==> src/rtl/core/sha_pkg.sv <==
// Shared types, constants and round functions of the SHA-256 stream hasher.
`timescale 1ns / 1ps
package sha_pkg;

  // Round constants, one per compression round.
  localparam logic [31:0] ROUND_K [64] = '{
    32'h428a2f98, 32'h71374491, 32'hb5c0fbcf, 32'he9b5dba5,
    32'h3956c25b, 32'h59f111f1, 32'h923f82a4, 32'hab1c5ed5,
    32'hd807aa98, 32'h12835b01, 32'h243185be, 32'h550c7dc3,
    32'h72be5d74, 32'h80deb1fe, 32'h9bdc06a7, 32'hc19bf174,
    32'he49b69c1, 32'hefbe4786, 32'h0fc19dc6, 32'h240ca1cc,
    32'h2de92c6f, 32'h4a7484aa, 32'h5cb0a9dc, 32'h76f988da,
    32'h983e5152, 32'ha831c66d, 32'hb00327c8, 32'hbf597fc7,
    32'hc6e00bf3, 32'hd5a79147, 32'h06ca6351, 32'h14292967,
    32'h27b70a85, 32'h2e1b2138, 32'h4d2c6dfc, 32'h53380d13,
    32'h650a7354, 32'h766a0abb, 32'h81c2c92e, 32'h92722c85,
    32'ha2bfe8a1, 32'ha81a664b, 32'hc24b8b70, 32'hc76c51a3,
    32'hd192e819, 32'hd6990624, 32'hf40e3585, 32'h106aa070,
    32'h19a4c116, 32'h1e376c08, 32'h2748774c, 32'h34b0bcb5,
    32'h391c0cb3, 32'h4ed8aa4a, 32'h5b9cca4f, 32'h682e6ff3,
    32'h748f82ee, 32'h78a5636f, 32'h84c87814, 32'h8cc70208,
    32'h90befffa, 32'ha4506ceb, 32'hbef9a3f7, 32'hc67178f2
  };

  // Initial hash value loaded at reset and after every digest.
  localparam logic [31:0] INIT_HASH [8] = '{
    32'h6a09e667, 32'hbb67ae85, 32'h3c6ef372, 32'ha54ff53a,
    32'h510e527f, 32'h9b05688c, 32'h1f83d9ab, 32'h5be0cd19
  };

  localparam logic [7:0] PAD_MARK = 8'h80;

  // Source of the byte shifted into the block register.
  typedef enum logic [1:0] {
    SEL_IN   = 2'd0,
    SEL_MARK = 2'd1,
    SEL_ZERO = 2'd2,
    SEL_LEN  = 2'd3
  } byte_sel_e;

  // Commands from the controller to the datapath.
  typedef struct packed {
    logic      load_byte;
    byte_sel_e byte_sel;
    logic      init_vars;
    logic      round_en;
    logic      hash_upd;
    logic      hash_init;
    logic      out_next;
  } cmd_t;

  // Status from the datapath to the controller.
  typedef struct packed {
    logic [6:0] fill;
    logic       round_last;
    logic       idx_last;
  } sts_t;

  function automatic logic [31:0] ror(input logic [31:0] v, input int unsigned s);
    return (v >> s) | (v << (32 - s));
  endfunction

  function automatic logic [31:0] bsig0(input logic [31:0] x);
    return ror(x, 2) ^ ror(x, 13) ^ ror(x, 22);
  endfunction

  function automatic logic [31:0] bsig1(input logic [31:0] x);
    return ror(x, 6) ^ ror(x, 11) ^ ror(x, 25);
  endfunction

  function automatic logic [31:0] ssig0(input logic [31:0] x);
    return ror(x, 7) ^ ror(x, 18) ^ (x >> 3);
  endfunction

  function automatic logic [31:0] ssig1(input logic [31:0] x);
    return ror(x, 17) ^ ror(x, 19) ^ (x >> 10);
  endfunction

endpackage

==> src/rtl/core/sha_datapath.sv <==
// Datapath: block and schedule shift register, round unit, hash and length registers.
`timescale 1ns / 1ps
module sha_datapath import sha_pkg::*; (
  input  logic        clk_i,
  input  logic        rst_ni,
  input  cmd_t        cmd_i,
  input  logic [7:0]  byte_i,
  output sts_t        sts_o,
  output logic [31:0] out_word_o,
  output logic [2:0]  out_idx_o
);

  logic [511:0] blk_q, blk_d;
  logic [31:0]  vars_q [8];
  logic [31:0]  hash_q [8];
  logic [6:0]   fill_q;
  logic [63:0]  len_q;
  logic [5:0]   rnd_q;
  logic [2:0]   idx_q;
  logic [7:0]   byte_mux;
  logic [31:0]  w0, w1, w9, w14, wnew, t1, t2, ch, maj;

  // Byte source for message, padding mark, zero fill and big-endian length.
  always_comb begin
    unique case (cmd_i.byte_sel)
      SEL_IN:   byte_mux = byte_i;
      SEL_MARK: byte_mux = PAD_MARK;
      SEL_ZERO: byte_mux = 8'h00;
      SEL_LEN:  byte_mux = len_q[{3'd7 - fill_q[2:0], 3'b000} +: 8];
      default:  byte_mux = 8'h00;
    endcase
  end

  // Window taps: word 0 sits in the top bits.
  assign w0   = blk_q[511:480];
  assign w1   = blk_q[479:448];
  assign w9   = blk_q[223:192];
  assign w14  = blk_q[63:32];
  assign wnew = ssig1(w14) + w9 + ssig0(w1) + w0;

  // Round function.
  assign ch  = (vars_q[4] & vars_q[5]) ^ (~vars_q[4] & vars_q[6]);
  assign maj = (vars_q[0] & vars_q[1]) ^ (vars_q[0] & vars_q[2]) ^ (vars_q[1] & vars_q[2]);
  assign t1  = vars_q[7] + bsig1(vars_q[4]) + ch + ROUND_K[rnd_q] + w0;
  assign t2  = bsig0(vars_q[0]) + maj;

  // Bytes shift in one at a time; each round shifts one schedule word.
  always_comb begin
    blk_d = blk_q;
    if (cmd_i.load_byte) begin
      blk_d = {blk_q[503:0], byte_mux};
    end else if (cmd_i.round_en) begin
      blk_d = {blk_q[479:0], wnew};
    end
  end

  always_ff @(posedge clk_i) begin
    blk_q <= blk_d;
  end

  // Working variables.
  always_ff @(posedge clk_i) begin
    if (cmd_i.init_vars) begin
      for (int j = 0; j < 8; j++) vars_q[j] <= hash_q[j];
    end else if (cmd_i.round_en) begin
      vars_q[7] <= vars_q[6];
      vars_q[6] <= vars_q[5];
      vars_q[5] <= vars_q[4];
      vars_q[4] <= vars_q[3] + t1;
      vars_q[3] <= vars_q[2];
      vars_q[2] <= vars_q[1];
      vars_q[1] <= vars_q[0];
      vars_q[0] <= t1 + t2;
    end
  end

  // Chaining hash, fill count, bit length, round and output counters.
  always_ff @(posedge clk_i or negedge rst_ni) begin
    if (!rst_ni) begin
      for (int j = 0; j < 8; j++) hash_q[j] <= INIT_HASH[j];
      fill_q <= '0;
      len_q  <= '0;
      rnd_q  <= '0;
      idx_q  <= '0;
    end else begin
      if (cmd_i.hash_init) begin
        for (int j = 0; j < 8; j++) hash_q[j] <= INIT_HASH[j];
        len_q <= '0;
      end else if (cmd_i.hash_upd) begin
        for (int j = 0; j < 8; j++) hash_q[j] <= hash_q[j] + vars_q[j];
      end else if (cmd_i.load_byte && cmd_i.byte_sel == SEL_IN) begin
        len_q <= len_q + 64'd8;
      end
      if (cmd_i.hash_upd) begin
        fill_q <= '0;
      end else if (cmd_i.load_byte) begin
        fill_q <= fill_q + 7'd1;
      end
      if (cmd_i.init_vars) begin
        rnd_q <= '0;
      end else if (cmd_i.round_en) begin
        rnd_q <= rnd_q + 6'd1;
      end
      if (cmd_i.out_next) begin
        idx_q <= idx_q + 3'd1;
      end
    end
  end

  assign sts_o.fill       = fill_q;
  assign sts_o.round_last = (rnd_q == 6'd63);
  assign sts_o.idx_last   = (idx_q == 3'd7);
  assign out_word_o       = hash_q[idx_q];
  assign out_idx_o        = idx_q;

endmodule

==> src/rtl/core/sha_ctrl.sv <==
// Controller: sequences byte intake, padding, compression and digest output.
`timescale 1ns / 1ps
module sha_ctrl import sha_pkg::*; (
  input  logic clk_i,
  input  logic rst_ni,
  input  logic in_valid_i,
  input  logic in_has_byte_i,
  input  logic in_end_i,
  output logic in_ready_o,
  output logic out_valid_o,
  input  logic out_ready_i,
  input  sts_t sts_i,
  output cmd_t cmd_o
);

  typedef enum logic [5:0] {
    ST_IDLE = 6'b000001,
    ST_PAD  = 6'b000010,
    ST_INIT = 6'b000100,
    ST_COMP = 6'b001000,
    ST_UPD  = 6'b010000,
    ST_OUT  = 6'b100000
  } state_e;

  state_e state_q, state_d;
  logic   pad_q, pad_d;     // padding of the current message is under way
  logic   mark_q, mark_d;   // the 0x80 mark has been placed
  logic   lenok_q, lenok_d; // the current block takes the length field

  always_comb begin
    state_d     = state_q;
    pad_d       = pad_q;
    mark_d      = mark_q;
    lenok_d     = lenok_q;
    cmd_o       = '0;
    cmd_o.byte_sel = SEL_IN;
    in_ready_o  = 1'b0;
    out_valid_o = 1'b0;
    unique case (state_q)
      ST_IDLE: begin
        in_ready_o = 1'b1;
        if (in_valid_i) begin
          cmd_o.load_byte = in_has_byte_i;
          if (in_end_i) begin
            pad_d   = 1'b1;
            mark_d  = 1'b0;
            lenok_d = 1'b0;
          end
          if (in_has_byte_i && sts_i.fill == 7'd63) begin
            state_d = ST_INIT;
          end else if (in_end_i) begin
            state_d = ST_PAD;
          end
        end
      end
      ST_PAD: begin
        cmd_o.load_byte = 1'b1;
        if (!mark_q) begin
          cmd_o.byte_sel = SEL_MARK;
          mark_d  = 1'b1;
          lenok_d = (sts_i.fill < 7'd56);
        end else if (sts_i.fill < 7'd56 || !lenok_q) begin
          cmd_o.byte_sel = SEL_ZERO;
        end else begin
          cmd_o.byte_sel = SEL_LEN;
        end
        if (sts_i.fill == 7'd63) state_d = ST_INIT;
      end
      ST_INIT: begin
        cmd_o.init_vars = 1'b1;
        state_d = ST_COMP;
      end
      ST_COMP: begin
        cmd_o.round_en = 1'b1;
        if (sts_i.round_last) state_d = ST_UPD;
      end
      ST_UPD: begin
        cmd_o.hash_upd = 1'b1;
        if (!pad_q) begin
          state_d = ST_IDLE;
        end else if (lenok_q) begin
          state_d = ST_OUT;
        end else begin
          lenok_d = 1'b1;
          state_d = ST_PAD;
        end
      end
      ST_OUT: begin
        out_valid_o = 1'b1;
        if (out_ready_i) begin
          cmd_o.out_next = 1'b1;
          if (sts_i.idx_last) begin
            cmd_o.hash_init = 1'b1;
            pad_d   = 1'b0;
            state_d = ST_IDLE;
          end
        end
      end
      default: state_d = ST_IDLE;
    endcase
  end

  always_ff @(posedge clk_i or negedge rst_ni) begin
    if (!rst_ni) begin
      state_q <= ST_IDLE;
      pad_q   <= 1'b0;
      mark_q  <= 1'b0;
      lenok_q <= 1'b0;
    end else begin
      state_q <= state_d;
      pad_q   <= pad_d;
      mark_q  <= mark_d;
      lenok_q <= lenok_d;
    end
  end

endmodule

==> src/rtl/core/sha256_stream_hasher.sv <==
// Top level of the SHA-256 stream hasher.
// Usage:
// The input stream carries one request per message byte: tdata holds the byte,
// tuser says whether tdata carries a byte, and tlast ends the message (with or
// without a byte of its own). A request with neither flag changes nothing.
// Bytes are taken back to back while tready is high. The 64th byte of a block
// starts a compression (load, rounds on one shared round unit, hash update),
// during which tready is low. At the end of a message the padding bytes (up to
// 64, or up to 72 when the length field needs a second block) enter one a cycle,
// apart from the compression between the two padded blocks; each padded block is
// compressed likewise, then the eight digest words leave on the output stream,
// one per accepted request, word index in tdata, tlast on the eighth.
// While the digest is waiting the input takes no requests; a stalled receiver
// simply holds the current word. After the last word the initial hash and
// length are reloaded for the next message; the hash update clears the fill count.
// Reset clears the hash to its initial value and the block to empty; no
// clearing pass is needed, so the block is ready right after reset.
`timescale 1ns / 1ps
module sha256_stream_hasher import sha_pkg::*; (
  input  logic        clk_i,
  input  logic        rst_ni,
  input  logic        s_axis_tvalid,
  output logic        s_axis_tready,
  input  logic [7:0]  s_axis_tdata,  // data_byte
  input  logic        s_axis_tuser,  // has_byte
  input  logic        s_axis_tlast,  // end_of_message
  output logic        m_axis_tvalid,
  input  logic        m_axis_tready,
  output logic [39:0] m_axis_tdata,  // digest_word [31:0], word_index [34:32], zeros
  output logic        m_axis_tlast   // last_word
);

  cmd_t        cmd;
  sts_t        sts;
  logic [31:0] out_word;
  logic [2:0]  out_idx;

  sha_ctrl u_ctrl (
    .clk_i         (clk_i),
    .rst_ni        (rst_ni),
    .in_valid_i    (s_axis_tvalid),
    .in_has_byte_i (s_axis_tuser),
    .in_end_i      (s_axis_tlast),
    .in_ready_o    (s_axis_tready),
    .out_valid_o   (m_axis_tvalid),
    .out_ready_i   (m_axis_tready),
    .sts_i         (sts),
    .cmd_o         (cmd)
  );

  sha_datapath u_datapath (
    .clk_i      (clk_i),
    .rst_ni     (rst_ni),
    .cmd_i      (cmd),
    .byte_i     (s_axis_tdata),
    .sts_o      (sts),
    .out_word_o (out_word),
    .out_idx_o  (out_idx)
  );

  assign m_axis_tdata = {5'b00000, out_idx, out_word};
  assign m_axis_tlast = sts.idx_last;

endmodule

==> config.mk <==
export PLATFORM = sky130hd
export DESIGN_NAME = sha256_stream_hasher
export DESIGN_NICKNAME = d
export VERILOG_FILES = /design/src/rtl/core/sha_pkg.sv /design/src/rtl/core/sha_datapath.sv /design/src/rtl/core/sha_ctrl.sv /design/src/rtl/core/sha256_stream_hasher.sv
export SDC_FILE = /design/constraint.sdc
export NUM_CORES = 2
export LEC_CHECK = 0
export BUFFER_PORTS_ARGS = -buffer_cell sky130_fd_sc_hd__clkbuf_2
export CORE_ASPECT_RATIO = 1.5
export CORE_MARGIN = 3
export CORE_UTILIZATION = 59
export DETAILED_ROUTE_END_ITERATION = 16
export PLACE_DENSITY_LB_ADDON = 0.25
export SLEW_MARGIN = 20
export SYNTH_ARGS = -nofsm -noshare
export SYNTH_HDL_FRONTEND = slang
export SYNTH_HIERARCHICAL = 1
export SYNTH_SLANG_ARGS = --single-unit
==> constraint.sdc <==
create_clock -name clk_i -period 8.05 [get_ports clk_i]
set_input_delay 1.61 -clock clk_i [delete_from_list [all_inputs] [get_ports clk_i]]
set_output_delay 1.61 -clock clk_i [all_outputs]
set_load 0.05 [all_outputs]
==> flow_metrics.tcl <==
set metrics [dict create \
    status "complete, no violations" \
    synth.avg_cell_area_um2 10.3 \
    numCtsBuffers 110 \
    synth_area_um2 76800 \
    die_area_um2 135000 \
    cts_root_buf "clkbuf_16" \
    ys_warn_count 6 \
    layout_setup_ws_ps 198 \
    final_common_cell "nand2_1" \
    final_antenna_net_count 0 \
    muxShareOfSynthArea_pct 11.5 \
    synth_top_family_by_area "compound AO/OA/AOI/OAI gates" \
    tightest_slew_ps 1140 \
    synth_top_area_cell "edfxtp_1" \
    fin_cells 9582 \
    cpPeakStageDelay_ps 510 \
    ys_ff_latch 1110 \
    powerDensity_nw_per_um2 426 \
    synth_enable_flop_cells 768 \
    synth-simple-area-share_pct 11.6 \
    clk_pin_slew_ps 70 \
    period_minus_slack_ps 7850 \
    crit_top_cell "buf_4" \
    dominantRegCellSynth "edfxtp_1" \
    endpoint_kind "flop" \
    drive_gt1_share_pct 20.8 \
    final_nets 8375 \
    cts_tree "done" \
    worst_ep_arrival_time_ps 8360 \
    synth_seq_area_share_pct 41.4 \
    vias 59900 \
    hpwlAfterDp_um 198000 \
    port_buffers 51 \
    maxCapViolCount 0 \
    comb_power_share_pct 57.9 \
    drtPass1Iterations 6 \
    slowest_stage "fa_1" \
    swShare_pct 42.1 \
    fin_crit_sh_pct 97.5 \
    synth.distinct_cells 98 \
    max_freq_ghz 0.127 \
    remaining_drc_errors 0 \
    grtUsageTotal_pct 38.7 \
    drtIter0Drc 5038 \
    finClkSkew_ps 49.9 \
    place_ws_ps -763 \
    worstPathRequired_ps 8550 \
    core-area_um2 129000 \
    synthAdderAreaFrac_pct 11.6 \
    finalSetupViolCount 0 \
    final_util_pct 67.4 \
    grt_pass1_vias 60400 \
    place.detailed.instances 9344 \
    p_switching_uw 15600 \
    insertion_delay_ps 800 \
    synth_xor_area_share_pct 7.01 \
    grt_overflow 0 \
    rows 161 \
    areaGrowthSynthToFinish_pct 12.9 \
    crit_path_max_fanout 5 \
    power_leakage_uw 0.0374 \
    synthTopCellsByArea "edfxtp_1, mux2_2, dfrtp_1" \
    grt_max_degree 218 \
    syn-instance-count 7463 \
    ioPinCount 57 \
    synth_top_area_share_pct 30.0 \
    hold_class "flop to flop" \
    async_flop_share_pct 30.8 \
    grt_pass1_wl_um 383000 \
    startpoint_type "flop" \
    cts.sinks 1110 \
    hold_viol 0 \
    start_util_pct 59.7 \
    clk_path_buf_depth 3 \
    ir_worst_vdd_uv 1480 \
    final_cell_mix "nand2_1, edfxtp_1, mux2_2" \
    cts_hold_buffers 0 \
    p_clk_share_pct 15.6 \
    viasPerCell 6.25 \
    synth-compound-area-share_pct 12.7 \
    p_int_uw 21400 \
    slew_headroom_pct 23.3 \
    antenna_found_initial 6 \
    criticalPathCategory "flop to flop" \
    die_h_um 448 \
    route.detailed.wl_per_inst_um 27.5 \
    gp_congestion 1.02 \
    drv_slew 0 \
    seqPwrFrac_pct 26.4 \
    die_w_um 301 \
    cts-htree-levels 3 \
    routed_wl_um 264000 \
]
[cell type report]
cell class | instances | area [um^2]
inverters | 471 | 1780
clock inverters | 75 | 1050
repair buffers | 557 | 4430
fillers | 9940 | 42000
well taps | 1711 | 2140
diodes | 4 | 10.0
clock buffers | 135 | 2980
multi-input cells | 5519 | 42500
flip-flops and latches | 1110 | 31800
[flip-flops by register name, indices dropped and copies added (netlist names), 3 cells and up]
name and cells:
u_datapath/vars_q 256, u_datapath/hash_q 256, u_datapath/fill_q 7, u_datapath/len_q 61
u_datapath/blk_q 512, u_datapath/rnd_q 6, u_ctrl/state_q 6, u_datapath/out_idx_o 3
[synthesized netlist by cell type (27+ instances only)]
master,count
a31oi_1,47
mux4_2,87
nor3_1,101
xnor2_1,348
and3_1,63
nor2b_1,52
inv_1,465
o21a_1,53
o21ai_0,453
a211oi_1,58
clkbuf_1,311
a21o_1,210
nor2_1,443
xor2_1,264
a211o_1,27
o21bai_1,42
fa_1,195
a21oi_1,433
nand2_1,1022
edfxtp_1,768
buf_1,47
mux2i_1,136
or3_1,40
dfstp_2,137
o211ai_1,44
nand3_1,85
mux2_2,490
ha_1,397
o31ai_1,35
nand2b_1,55
nand4_1,31
dfrtp_1,205
[layer usage]
metal	track usage [%]	vias to the layer above	part of all wire (%)
met2	67.2	2457	49
li1	-	27100	-
met4	36.5	6	12
met3	5.80	994	5.7
met1	40.0	29300	33
met5	0	-	0.013
[metrics by stage]
step	power, uW	hold WS, ps	TNS [ps]	area [um^2]
after floorplan	23700	472	0	76800
after global placement	30100	494	-2600	81800
after detailed placement	30400	507	-3290	81800
after CTS	36500	515	0	85900
after global routing	39500	534	-310	86700
final	37000	511	0	86700
[final timing paths]
path / from / endpoint / slack (ps) / cells past startpoint
worst max register to register: u_datapath/rnd_q[1]$_DFFE_PN0P_ / u_datapath/vars_q[2][30]$_DFFE_PP_ / 200 / 39
min in group asynchronous: rst_ni / u_datapath/hash_q[255]$_DFFE_PN0P_ / 780 / 1
max in group asynchronous: rst_ni / u_datapath/hash_q[179]$_DFFE_PN1P_ / 5750 / 3
worst min-delay path: u_ctrl/state_q[0]$_DFFE_PN1P_ / u_ctrl/state_q[0]$_DFFE_PN1P_ / 510 / 2
worst min register to register: u_ctrl/state_q[0]$_DFFE_PN1P_ / u_ctrl/state_q[0]$_DFFE_PN1P_ / 510 / 2
worst max-delay path: u_datapath/rnd_q[1]$_DFFE_PN0P_ / u_datapath/vars_q[2][30]$_DFFE_PP_ / 200 / 39
[logic make-up after synthesis]
logic type      count (synthesis)
buf+inv                       838
compound gates               1569
simple gates                 2024
xor+xnor                      613
other cells                     1
fa+ha+maj                     595
mux                           713
flops                        1110
[what timing repair did]
item,4_1_cts,5_1_grt
cloned,0,2
setup buffers,4,18
setup endpoints to repair,14,20
gates resized for setup,26,146
pin swaps,7,50
[power groups by stage]
stage	clock network [uW]	registers, uW	logic (uW)
after floorplan	0	9330	14400
after global placement	0	9810	20300
final	5780	9770	21400
after detailed placement	0	9860	20600
after global routing	6060	9890	23500
after CTS	5870	9770	20900
[critical path: cells and delay by family (launching register included)]
kind	cells	cell delay, ps
buf+inv	10	1300
simple gates	11	2300
fa+ha+maj	6	1670
xor+xnor	1	70
flops	1	400
compound gates	11	1840
No activity file was read; power rests on OpenSTA's default activity.
